## src/ncr_pkg.sv

```systemverilog
package ncr_pkg;

	localparam int MAX_PROFILES = 5;
	localparam int NUM_TAGS = 5;
	localparam int ACTIVE_MAX = (MAX_PROFILES < NUM_TAGS) ? MAX_PROFILES : NUM_TAGS;

	localparam int TAG_W = 32;
	localparam int LEVEL_W = 8;
	localparam int COUNT_W = 3;
	localparam int OUT_IDX_W = 3;
	localparam int CFG_IDX_W = 3;
	localparam int IDX_W = (MAX_PROFILES > 1) ? $clog2(MAX_PROFILES) : 1;
	// seen flag on top of a 9-bit biased score
	localparam int KEY_W = 10;

	// command codes
	localparam logic [1:0] CMD_START = 2'd0;
	localparam logic [1:0] CMD_REPORT = 2'd1;
	localparam logic [1:0] CMD_EMIT = 2'd2;
	localparam logic [1:0] CMD_NONE = 2'd3;

	// register indexes
	localparam int REG_COUNT = 0;
	localparam int REG_TAG0 = 1;

	typedef struct packed {
		logic [1:0] command;
		logic [TAG_W-1:0] network_tag;
		logic signed [LEVEL_W-1:0] signal_level;
	} in_req_t;

	typedef struct packed {
		logic [OUT_IDX_W-1:0] prof_pos;
		logic is_seen;
		logic last;
		logic empty_res;
	} out_res_t;

	// classified request handed from front to back
	typedef struct packed {
		logic [1:0] op;
		logic [MAX_PROFILES-1:0] hit;
		logic signed [LEVEL_W-1:0] level;
	} job_t;

	typedef logic [MAX_PROFILES-1:0][TAG_W-1:0] tag_vec_t;

	function automatic logic [3:0] recency_bonus(input int pos);
		logic [3:0] b;
		case (pos)
			0: b = 4'd12;
			1: b = 4'd6;
			2: b = 4'd3;
			3: b = 4'd1;
			default: b = 4'd0;
		endcase
		return b;
	endfunction

endpackage

```

## src/network_candidate_ranker_unit.sv

```systemverilog
// Network candidate ranker. Holds up to five profile SSID tags and ranks them
// from scan reports. A start request clears every profile's best signal and
// seen flag; a report request raises the best signal of each profile whose tag
// matches; an emit request returns the profiles in use, seen profiles first by
// best signal plus position bonus (12, 6, 3, 1, 0), ties and unseen profiles in
// index order, with last set on the final one (one empty_res result when no
// profiles are in use). Requests enter a two-deep queue after tag compare, so
// the input keeps flowing while results wait. The back end pops start and
// report requests and applies them as it pops them; an emit request is popped,
// then sort keys are built, then one selection pass runs per result (the empty
// result takes one pass), each pass held while the output is stalled.
// Write configuration only while idle.
module network_candidate_ranker_unit (
	input logic clk,
	input logic arst_n,
	input logic in_valid,
	output logic in_stall,
	input ncr_pkg::in_req_t in_req,
	output logic out_valid,
	input logic out_stall,
	output ncr_pkg::out_res_t out_res,
	input logic cfg_we,
	input logic [ncr_pkg::CFG_IDX_W-1:0] cfg_index,
	input logic [ncr_pkg::TAG_W-1:0] cfg_data
);
	import ncr_pkg::*;

	logic [COUNT_W-1:0] profile_count_q;
	tag_vec_t tag_q;
	logic [COUNT_W-1:0] active_n;

	logic q_push;
	logic q_pop;
	logic q_full;
	logic q_empty;
	job_t push_job;
	job_t pop_job;

	// configuration registers; out-of-range indexes fall through
	always_ff @(posedge clk or negedge arst_n) begin
		if (!arst_n) begin
			profile_count_q <= '0;
			tag_q <= '0;
		end else if (cfg_we) begin
			if (cfg_index == CFG_IDX_W'(REG_COUNT)) begin
				profile_count_q <= cfg_data[COUNT_W-1:0];
			end
			for (int i = 0; i < MAX_PROFILES; i++) begin
				if (i < NUM_TAGS && cfg_index == CFG_IDX_W'(REG_TAG0 + i)) begin
					tag_q[i] <= cfg_data;
				end
			end
		end
	end

	// saturate the profile count to what the tag registers cover
	assign active_n = (profile_count_q > COUNT_W'(ACTIVE_MAX))
		? COUNT_W'(ACTIVE_MAX) : profile_count_q;

	// front: accept requests, compare tags, drop the unused code
	ncr_front u_front (
		.in_valid(in_valid),
		.in_stall(in_stall),
		.in_req(in_req),
		.tags(tag_q),
		.q_full(q_full),
		.q_push(q_push),
		.q_job(push_job)
	);

	// hold classified requests until the back end is free
	ncr_queue u_queue (
		.clk(clk),
		.arst_n(arst_n),
		.push(q_push),
		.push_job(push_job),
		.pop(q_pop),
		.pop_job(pop_job),
		.full(q_full),
		.empty(q_empty)
	);

	// back: update scan state, rank and emit results
	ncr_back u_back (
		.clk(clk),
		.arst_n(arst_n),
		.q_empty(q_empty),
		.q_job(pop_job),
		.q_pop(q_pop),
		.active_n(active_n),
		.out_valid(out_valid),
		.out_stall(out_stall),
		.out_res(out_res)
	);

endmodule

```

## src/ncr_front.sv

```systemverilog
module ncr_front (
	input logic in_valid,
	output logic in_stall,
	input ncr_pkg::in_req_t in_req,
	input ncr_pkg::tag_vec_t tags,
	input logic q_full,
	output logic q_push,
	output ncr_pkg::job_t q_job
);
	import ncr_pkg::*;

	logic accept;
	logic [MAX_PROFILES-1:0] hit;

	assign in_stall = q_full;
	assign accept = in_valid && !q_full;

	// compare the reported tag against every profile, used or not
	always_comb begin
		for (int i = 0; i < MAX_PROFILES; i++) begin
			hit[i] = (tags[i] == in_req.network_tag);
		end
	end

	// drop the unused command code here
	assign q_push = accept && (in_req.command != CMD_NONE);

	always_comb begin
		q_job.op = in_req.command;
		q_job.hit = hit;
		q_job.level = in_req.signal_level;
	end

endmodule

```

## src/ncr_queue.sv

```systemverilog
module ncr_queue (
	input logic clk,
	input logic arst_n,
	input logic push,
	input ncr_pkg::job_t push_job,
	input logic pop,
	output ncr_pkg::job_t pop_job,
	output logic full,
	output logic empty
);
	import ncr_pkg::*;

	job_t job_q [2];
	logic wr_ptr_q;
	logic rd_ptr_q;
	logic [1:0] cnt_q;

	assign full = (cnt_q == 2'd2);
	assign empty = (cnt_q == 2'd0);
	assign pop_job = job_q[rd_ptr_q];

	always_ff @(posedge clk) begin
		if (push) begin
			job_q[wr_ptr_q] <= push_job;
		end
	end

	always_ff @(posedge clk or negedge arst_n) begin
		if (!arst_n) begin
			wr_ptr_q <= 1'b0;
			rd_ptr_q <= 1'b0;
			cnt_q <= 2'd0;
		end else begin
			if (push) begin
				wr_ptr_q <= !wr_ptr_q;
			end
			if (pop) begin
				rd_ptr_q <= !rd_ptr_q;
			end
			if (push && !pop) begin
				cnt_q <= cnt_q + 2'd1;
			end else if (pop && !push) begin
				cnt_q <= cnt_q - 2'd1;
			end
		end
	end

endmodule

```

## src/ncr_back.sv

```systemverilog
module ncr_back (
	input logic clk,
	input logic arst_n,
	input logic q_empty,
	input ncr_pkg::job_t q_job,
	output logic q_pop,
	input logic [ncr_pkg::COUNT_W-1:0] active_n,
	output logic out_valid,
	input logic out_stall,
	output ncr_pkg::out_res_t out_res
);
	import ncr_pkg::*;

	typedef enum logic [2:0] {
		ST_IDLE = 3'b001,
		ST_PREP = 3'b010,
		ST_EMIT = 3'b100
	} state_t;

	state_t state_q;
	logic signed [LEVEL_W-1:0] best_q [MAX_PROFILES];
	logic [MAX_PROFILES-1:0] seen_q;
	logic [MAX_PROFILES-1:0] done_q;
	logic [KEY_W-1:0] key_q [MAX_PROFILES];
	logic [COUNT_W-1:0] cnt_q;
	logic out_valid_q;
	out_res_t out_res_q;

	logic out_free;
	logic emit_go;
	logic found;
	logic [IDX_W-1:0] sel;
	logic [KEY_W-1:0] sel_key;
	logic [KEY_W-2:0] score [MAX_PROFILES];

	assign out_valid = out_valid_q;
	assign out_res = out_res_q;
	assign out_free = !out_valid_q || !out_stall;
	assign emit_go = (state_q == ST_EMIT) && out_free;
	assign q_pop = (state_q == ST_IDLE) && !q_empty;

	// biased score: best + 128 + bonus, always non-negative
	always_comb begin
		for (int i = 0; i < MAX_PROFILES; i++) begin
			score[i] = {1'b0, ~best_q[i][LEVEL_W-1], best_q[i][LEVEL_W-2:0]}
				+ (KEY_W-1)'(recency_bonus(i));
		end
	end

	// pick the highest key among profiles still to emit, lowest index on ties
	always_comb begin
		found = 1'b0;
		sel = '0;
		sel_key = '0;
		for (int i = 0; i < MAX_PROFILES; i++) begin
			if ((COUNT_W'(i) < active_n) && !done_q[i]
				&& (!found || key_q[i] > sel_key)) begin
				found = 1'b1;
				sel = IDX_W'(i);
				sel_key = key_q[i];
			end
		end
	end

	always_ff @(posedge clk or negedge arst_n) begin
		if (!arst_n) begin
			state_q <= ST_IDLE;
			seen_q <= '0;
			done_q <= '0;
			cnt_q <= '0;
			out_valid_q <= 1'b0;
			out_res_q <= '0;
			for (int i = 0; i < MAX_PROFILES; i++) begin
				best_q[i] <= -8'sd128;
			end
		end else begin
			if (emit_go) begin
				out_valid_q <= 1'b1;
			end else if (out_valid_q && !out_stall) begin
				out_valid_q <= 1'b0;
			end
			unique case (state_q)
				ST_IDLE: begin
					if (q_pop) begin
						case (q_job.op)
							CMD_START: begin
								seen_q <= '0;
								for (int i = 0; i < MAX_PROFILES; i++) begin
									best_q[i] <= -8'sd128;
								end
							end
							CMD_REPORT: begin
								for (int i = 0; i < MAX_PROFILES; i++) begin
									if (q_job.hit[i]) begin
										seen_q[i] <= 1'b1;
										if (q_job.level > best_q[i]) begin
											best_q[i] <= q_job.level;
										end
									end
								end
							end
							CMD_EMIT: state_q <= ST_PREP;
							default: ;
						endcase
					end
				end
				ST_PREP: begin
					done_q <= '0;
					cnt_q <= '0;
					state_q <= ST_EMIT;
				end
				ST_EMIT: begin
					if (out_free) begin
						if (active_n == '0) begin
							out_res_q.prof_pos <= '0;
							out_res_q.is_seen <= 1'b0;
							out_res_q.last <= 1'b1;
							out_res_q.empty_res <= 1'b1;
							state_q <= ST_IDLE;
						end else begin
							out_res_q.prof_pos <= OUT_IDX_W'(sel);
							out_res_q.is_seen <= seen_q[sel];
							out_res_q.last <= (cnt_q == active_n - COUNT_W'(1));
							out_res_q.empty_res <= 1'b0;
							done_q[sel] <= 1'b1;
							cnt_q <= cnt_q + COUNT_W'(1);
							if (cnt_q == active_n - COUNT_W'(1)) begin
								state_q <= ST_IDLE;
							end
						end
					end
				end
				default: state_q <= ST_IDLE;
			endcase
		end
	end

	// sort keys: seen flag above the score, unseen profiles all tie at zero
	always_ff @(posedge clk) begin
		if (state_q == ST_PREP) begin
			for (int i = 0; i < MAX_PROFILES; i++) begin
				key_q[i] <= seen_q[i] ? {1'b1, score[i]} : '0;
			end
		end
	end

endmodule

```

## config.mk

```make
export PLATFORM = sky130hd
export DESIGN_NAME = network_candidate_ranker_unit
export DESIGN_NICKNAME = d
export VERILOG_FILES = /design/src/ncr_pkg.sv /design/src/network_candidate_ranker_unit.sv /design/src/ncr_front.sv /design/src/ncr_queue.sv /design/src/ncr_back.sv
export SDC_FILE = /design/constraint.sdc
export NUM_CORES = 1
export LEC_CHECK = 0
export BUFFER_PORTS_ARGS = -buffer_cell sky130_fd_sc_hd__buf_4
export CAP_MARGIN = 10
export CORE_UTILIZATION = 45
export DETAILED_ROUTE_END_ITERATION = 7
export PLACE_DENSITY = 0.67
export RECOVER_POWER = 100
export REMOVE_ABC_BUFFERS = 1
export SYNTH_ARGS = -nofsm -noshare
export SYNTH_HDL_FRONTEND = slang
export SYNTH_SLANG_ARGS = --single-unit
```

## constraint.sdc

```tcl
create_clock -name clk -period 10.86 [get_ports clk]
set_input_delay 2.172 -clock clk [delete_from_list [all_inputs] [get_ports clk]]
set_output_delay 2.172 -clock clk [all_outputs]
set_load 0.1 [all_outputs]
```

==> impl_results.rst <==
.. list-table::
   :header-rows: 1

   * - Metric
     - Value
   * - Result of the run
     - finished with violations
   * - Violated checks
     - max-capacitance violations, max-slew violations
   * - Core area
     - 35570 µm²
   * - PD cells
     - 242.6 nW/µm²
   * - Overall routed net length
     - 38.13 mm
   * - Pin slew with the least headroom to its limit
     - 4.492 ns
   * - Unrepaired setup endpoints after global routing
     - false
   * - DR vias
     - 10360
   * - Worst path arrival time
     - 10.07 ns
   * - GRT Residual Overflow
     - 0
   * - Slowest cell on crit path
     - o21ai_1
   * - Per-instance average area after synthesis
     - 11.96 µm²
   * - Die outline area
     - 36910 µm²
   * - Aggregate negative setup slack
     - 0 ns
   * - Buffers inserted by post-CTS timing repair
     - 0
   * - Library cells used by synthesis
     - 61
   * - Number of port buffers
     - 89
   * - Number of optimization iterations in the first detailed-route pass
     - 8
   * - Initial cell density of the core
     - 45.73%
   * - Seq cells post-synth
     - 309
   * - Share of final-layout standard cells stronger than drive strength 1
     - 23.01%
   * - M1 GR Usage
     - 31.23%
   * - FP Rows
     - 69
   * - Post-DP HPWL
     - 27.86 mm
   * - Clk slew on worst S/H paths
     - 0.06 ns
   * - Synthesized instance count
     - 1360
   * - Global-route usage over all layers
     - 21.38%
   * - Total of fill cells in the finished design
     - 3179
   * - Total CTS buffers
     - 35
   * - Worst setup SP type
     - flop
   * - I/O pin count
     - 90
   * - First-pass GRT wire length
     - 60.26 mm
   * - Grt peak-use layer
     - met2
   * - Rel. slew slack
     - -199.5%
   * - VDD IR-drop max
     - 0.0001770 V
   * - Hold buffer count at CTS
     - 0
   * - Final weighted congestion in routability-driven placement
     - 0.8348
   * - Critical path data required time
     - 11.27 ns
   * - Kind of cell adding the most delay to the critical path
     - compound AO/OA/AOI/OAI gates
   * - Count of nets left with antenna violations after detail routing
     - 0
   * - Vertical extent of the die
     - 192.1 µm
   * - Total standard cell area after synthesis
     - 16270 µm²
   * - Proportion of register bits with asynchronous set or reset after synthesis
     - 74.43%
   * - Final-stage net count
     - 1600
   * - Number of buffers on the longest clock path
     - 3
   * - Maximum number of pins on one net before global-route repair
     - 88
   * - Clock latency on the worst-skew pair
     - 0.53 ns
   * - Post-synth EDFFs
     - 79
   * - Final core utilization
     - 51.61%
   * - H-tree level count
     - 2
   * - Sink count of the clock tree
     - 309
   * - Synth-to-Final Area Change
     - 12.86%
   * - Initial antenna violation count
     - 0
   * - Maximum fanout along the worst path
     - 18
   * - Number of failing hold endpoints at the final stage
     - 0
   * - CTS tree
     - done
   * - Post-detailed-route wirelength per cell
     - 19.89 µm
   * - Reported max-cap violation count
     - 9
   * - M3 GR Usage
     - 2.887%
   * - Antenna Cells
     - 0
   * - Post-route minimum period
     - 9.659 ns
   * - Die span in x
     - 192.1 µm
   * - Kind of critical path
     - reg2reg
   * - Clock root buffer
     - clkbuf_16
   * - Leakage
     - 7.931 nW
   * - Part of the Yosys area used for sequential elements
     - 50.02%
   * - Peak Freq
     - 103.5 MHz
   * - Main synth FF type
     - dfrtp_1
   * - Total of endpoints with negative setup slack in the final report
     - 0
   * - Number of gates resized after CTS
     - 0
   * - DRC violation count after routing
     - 0
   * - Buffering stage count on the worst path with inverters included
     - 4
   * - Iteration-0 DRC Markers
     - 599
   * - Vias per Instance
     - 5.406
   * - Post-route fraction of the period consumed by the critical path
     - 88.95%
   * - Via count of the first global-routing pass
     - 10560
   * - Maximum clock skew at final layout
     - 0.02501 ns
   * - Final Slew Violations
     - 452
   * - Max incr delay on CP
     - 0.91 ns
   * - Synth warnings
     - 0
   * - Capturing element type of the critical path
     - flop
   * - Global-route met2 utilization
     - 33.94%
   * - Hold/Removal Path Class
     - reg2reg
==> layer usage <==
| layer | part of all wire [%] | routed length, µm |
|---|---|---|
| met1 | 49 | 18580 |
| met2 | 46 | 17490 |
| met3 | 4.0 | 1524 |
| met4 | 1.4 | 534 |
| met5 | 0 | 0 |
==> layout by cell type, fill, tap and decap left out, types with 3 or more instances in the layout <==
| master | instances |
|---|---|
| clkinv_1 | 3 |
| a21oi_1 | 30 |
| dfstp_2 | 6 |
| bufinv_16 | 3 |
| a21o_1 | 6 |
| mux2_2 | 200 |
| and2_0 | 25 |
| and3_1 | 12 |
| nand2b_1 | 10 |
| o21ai_0 | 43 |
| ha_1 | 88 |
| nand4_1 | 23 |
| nand2_1 | 55 |
| and2_1 | 8 |
| nor3b_1 | 4 |
| inv_1 | 67 |
| nand3_1 | 15 |
| buf_4 | 65 |
| dfrtp_1 | 224 |
| nor2_1 | 47 |
| nor4_1 | 42 |
| o21a_1 | 19 |
| a22o_1 | 9 |
| xnor2_1 | 24 |
| clkbuf_16 | 35 |
| xor2_1 | 164 |
| or3_1 | 6 |
| mux2i_1 | 15 |
| nor2b_1 | 25 |
| a32o_1 | 3 |
| clkbuf_1 | 34 |
| nor3_1 | 10 |
| edfxtp_1 | 79 |
| inv_6 | 3 |
| a211oi_1 | 3 |
| clkbuf_4 | 8 |
| clkinv_2 | 4 |
| clkbuf_8 | 4 |
==> power breakdown <==
part	internal [mW]	switching (mW)	leakage [nW]
Clock	0.697	0.467	0.549
Combinational	0.684	0.914	3.82
Sequential	1.47	0.221	3.56
Total	2.85	1.60	7.93
==> registers in the layout, indices dropped and copies added, names as in the netlist <==
register          count
profile_count_q       3
u_queue.job_q        30
u_back.key_q         49
u_back.cnt_q          3
u_queue.wr_ptr_q      1
u_back.seen_q         5
u_queue.cnt_q         2
tag_q               160
u_back.out_valid      1
u_back.done_q         5
u_back.state_q        3
u_back.best_q        40
u_back.out_res        6
u_queue.rd_ptr_q      1
==> cell usage after synthesis (all sizes together) (2+ instances only) <==
master	instances	share of area [%]
a22o	9	0.48
buf	11	0.27
o21ai	44	1.4
ha	88	6.8
dfrtp	224	34
nand4	23	0.88
mux2i	16	1.0
nor3	11	0.37
clkbuf	51	1.2
inv	67	1.5
and4	3	0.18
a21o	6	0.28
nor2	48	1.1
o21a	19	0.88
mux2	200	14
a211oi	4	0.22
a32o	3	0.18
and3	12	0.46
a2111oi	3	0.28
nor4	42	1.6
nand2b	10	0.38
and2	33	1.3
xnor2	24	1.3
xor2	164	8.8
edfxtp	79	15
a31oi	2	0.077
nor3b	4	0.18
o41ai	2	0.11
nand2	55	1.3
nand3	15	0.46
nor2b	25	0.96
a21oi	30	0.92
o221ai	2	0.11
and3b	2	0.11
or3	6	0.23
dfstp	6	0.97
==> cell families after synthesis <==
| family | after synthesis | share of synthesized area [%] |
|---|---|---|
| AO/OA/AOI/OAI | 135 | 5.454 |
| XOR/XNOR | 188 | 10.12 |
| adder cells (fa/ha/maj) | 88 | 6.769 |
| buffers and inverters | 130 | 3.015 |
| flip-flops | 309 | 50.02 |
| multiplexers | 216 | 14.85 |
| AND/OR/NAND/NOR | 294 | 9.769 |
==> cell type report <==
class | instances | area, µm² | area share, %
clock buffer | 51 | 975.9 | 5.316
clock inverter | 12 | 143.9 | 0.7838
inverter | 68 | 255.2 | 1.390
multi-input combinational | 921 | 7640 | 41.62
sequential | 309 | 8135 | 44.32
tap | 461 | 576.8 | 3.142
timing repair buffer | 95 | 630.6 | 3.435
==> per-stage QoR <==
step	total power, mW	area (µm²)	setup slack [ns]	std cells	hold slack, ns
finish	4.453	18360	1.201	1917	0.4828
global route	4.733	18360	0.1406	1917	0.5017
CTS	4.486	18470	1.327	1917	0.4862
detailed placement	3.306	17350	1.452	1854	0.4716
global placement	3.248	17350	1.739	1854	0.4633
floorplan	2.815	16030	2.591	1298	0.4603
==> worst paths after layout <==
kind / startpoint / to / slack, ns / cells past startpoint
max reg2reg: profile_count_q[2] / u_back.done_q[3] / 1.20 / 39
min in group asynchronous: arst_n / u_back.out_valid / 2.94 / 1
max in group asynchronous: arst_n / tag_q[74] / 2.19 / 2
min reg2reg: u_back.out_res[1] / u_back.out_res[1] / 0.48 / 2
max: profile_count_q[2] / u_back.done_q[3] / 1.20 / 39
min: u_back.out_res[1] / u_back.out_res[1] / 0.48 / 2
==> worst reg2reg max path: cells and delay by family (launching register included) <==
kind,cells,cell delay [ns]
mux,1,0.17
compound gates,19,4.41
buf+inv,4,1.06
simple gates,11,2.28
flops,1,0.49
fa+ha+maj,4,1.14
(Power assumes the default switching activity.)
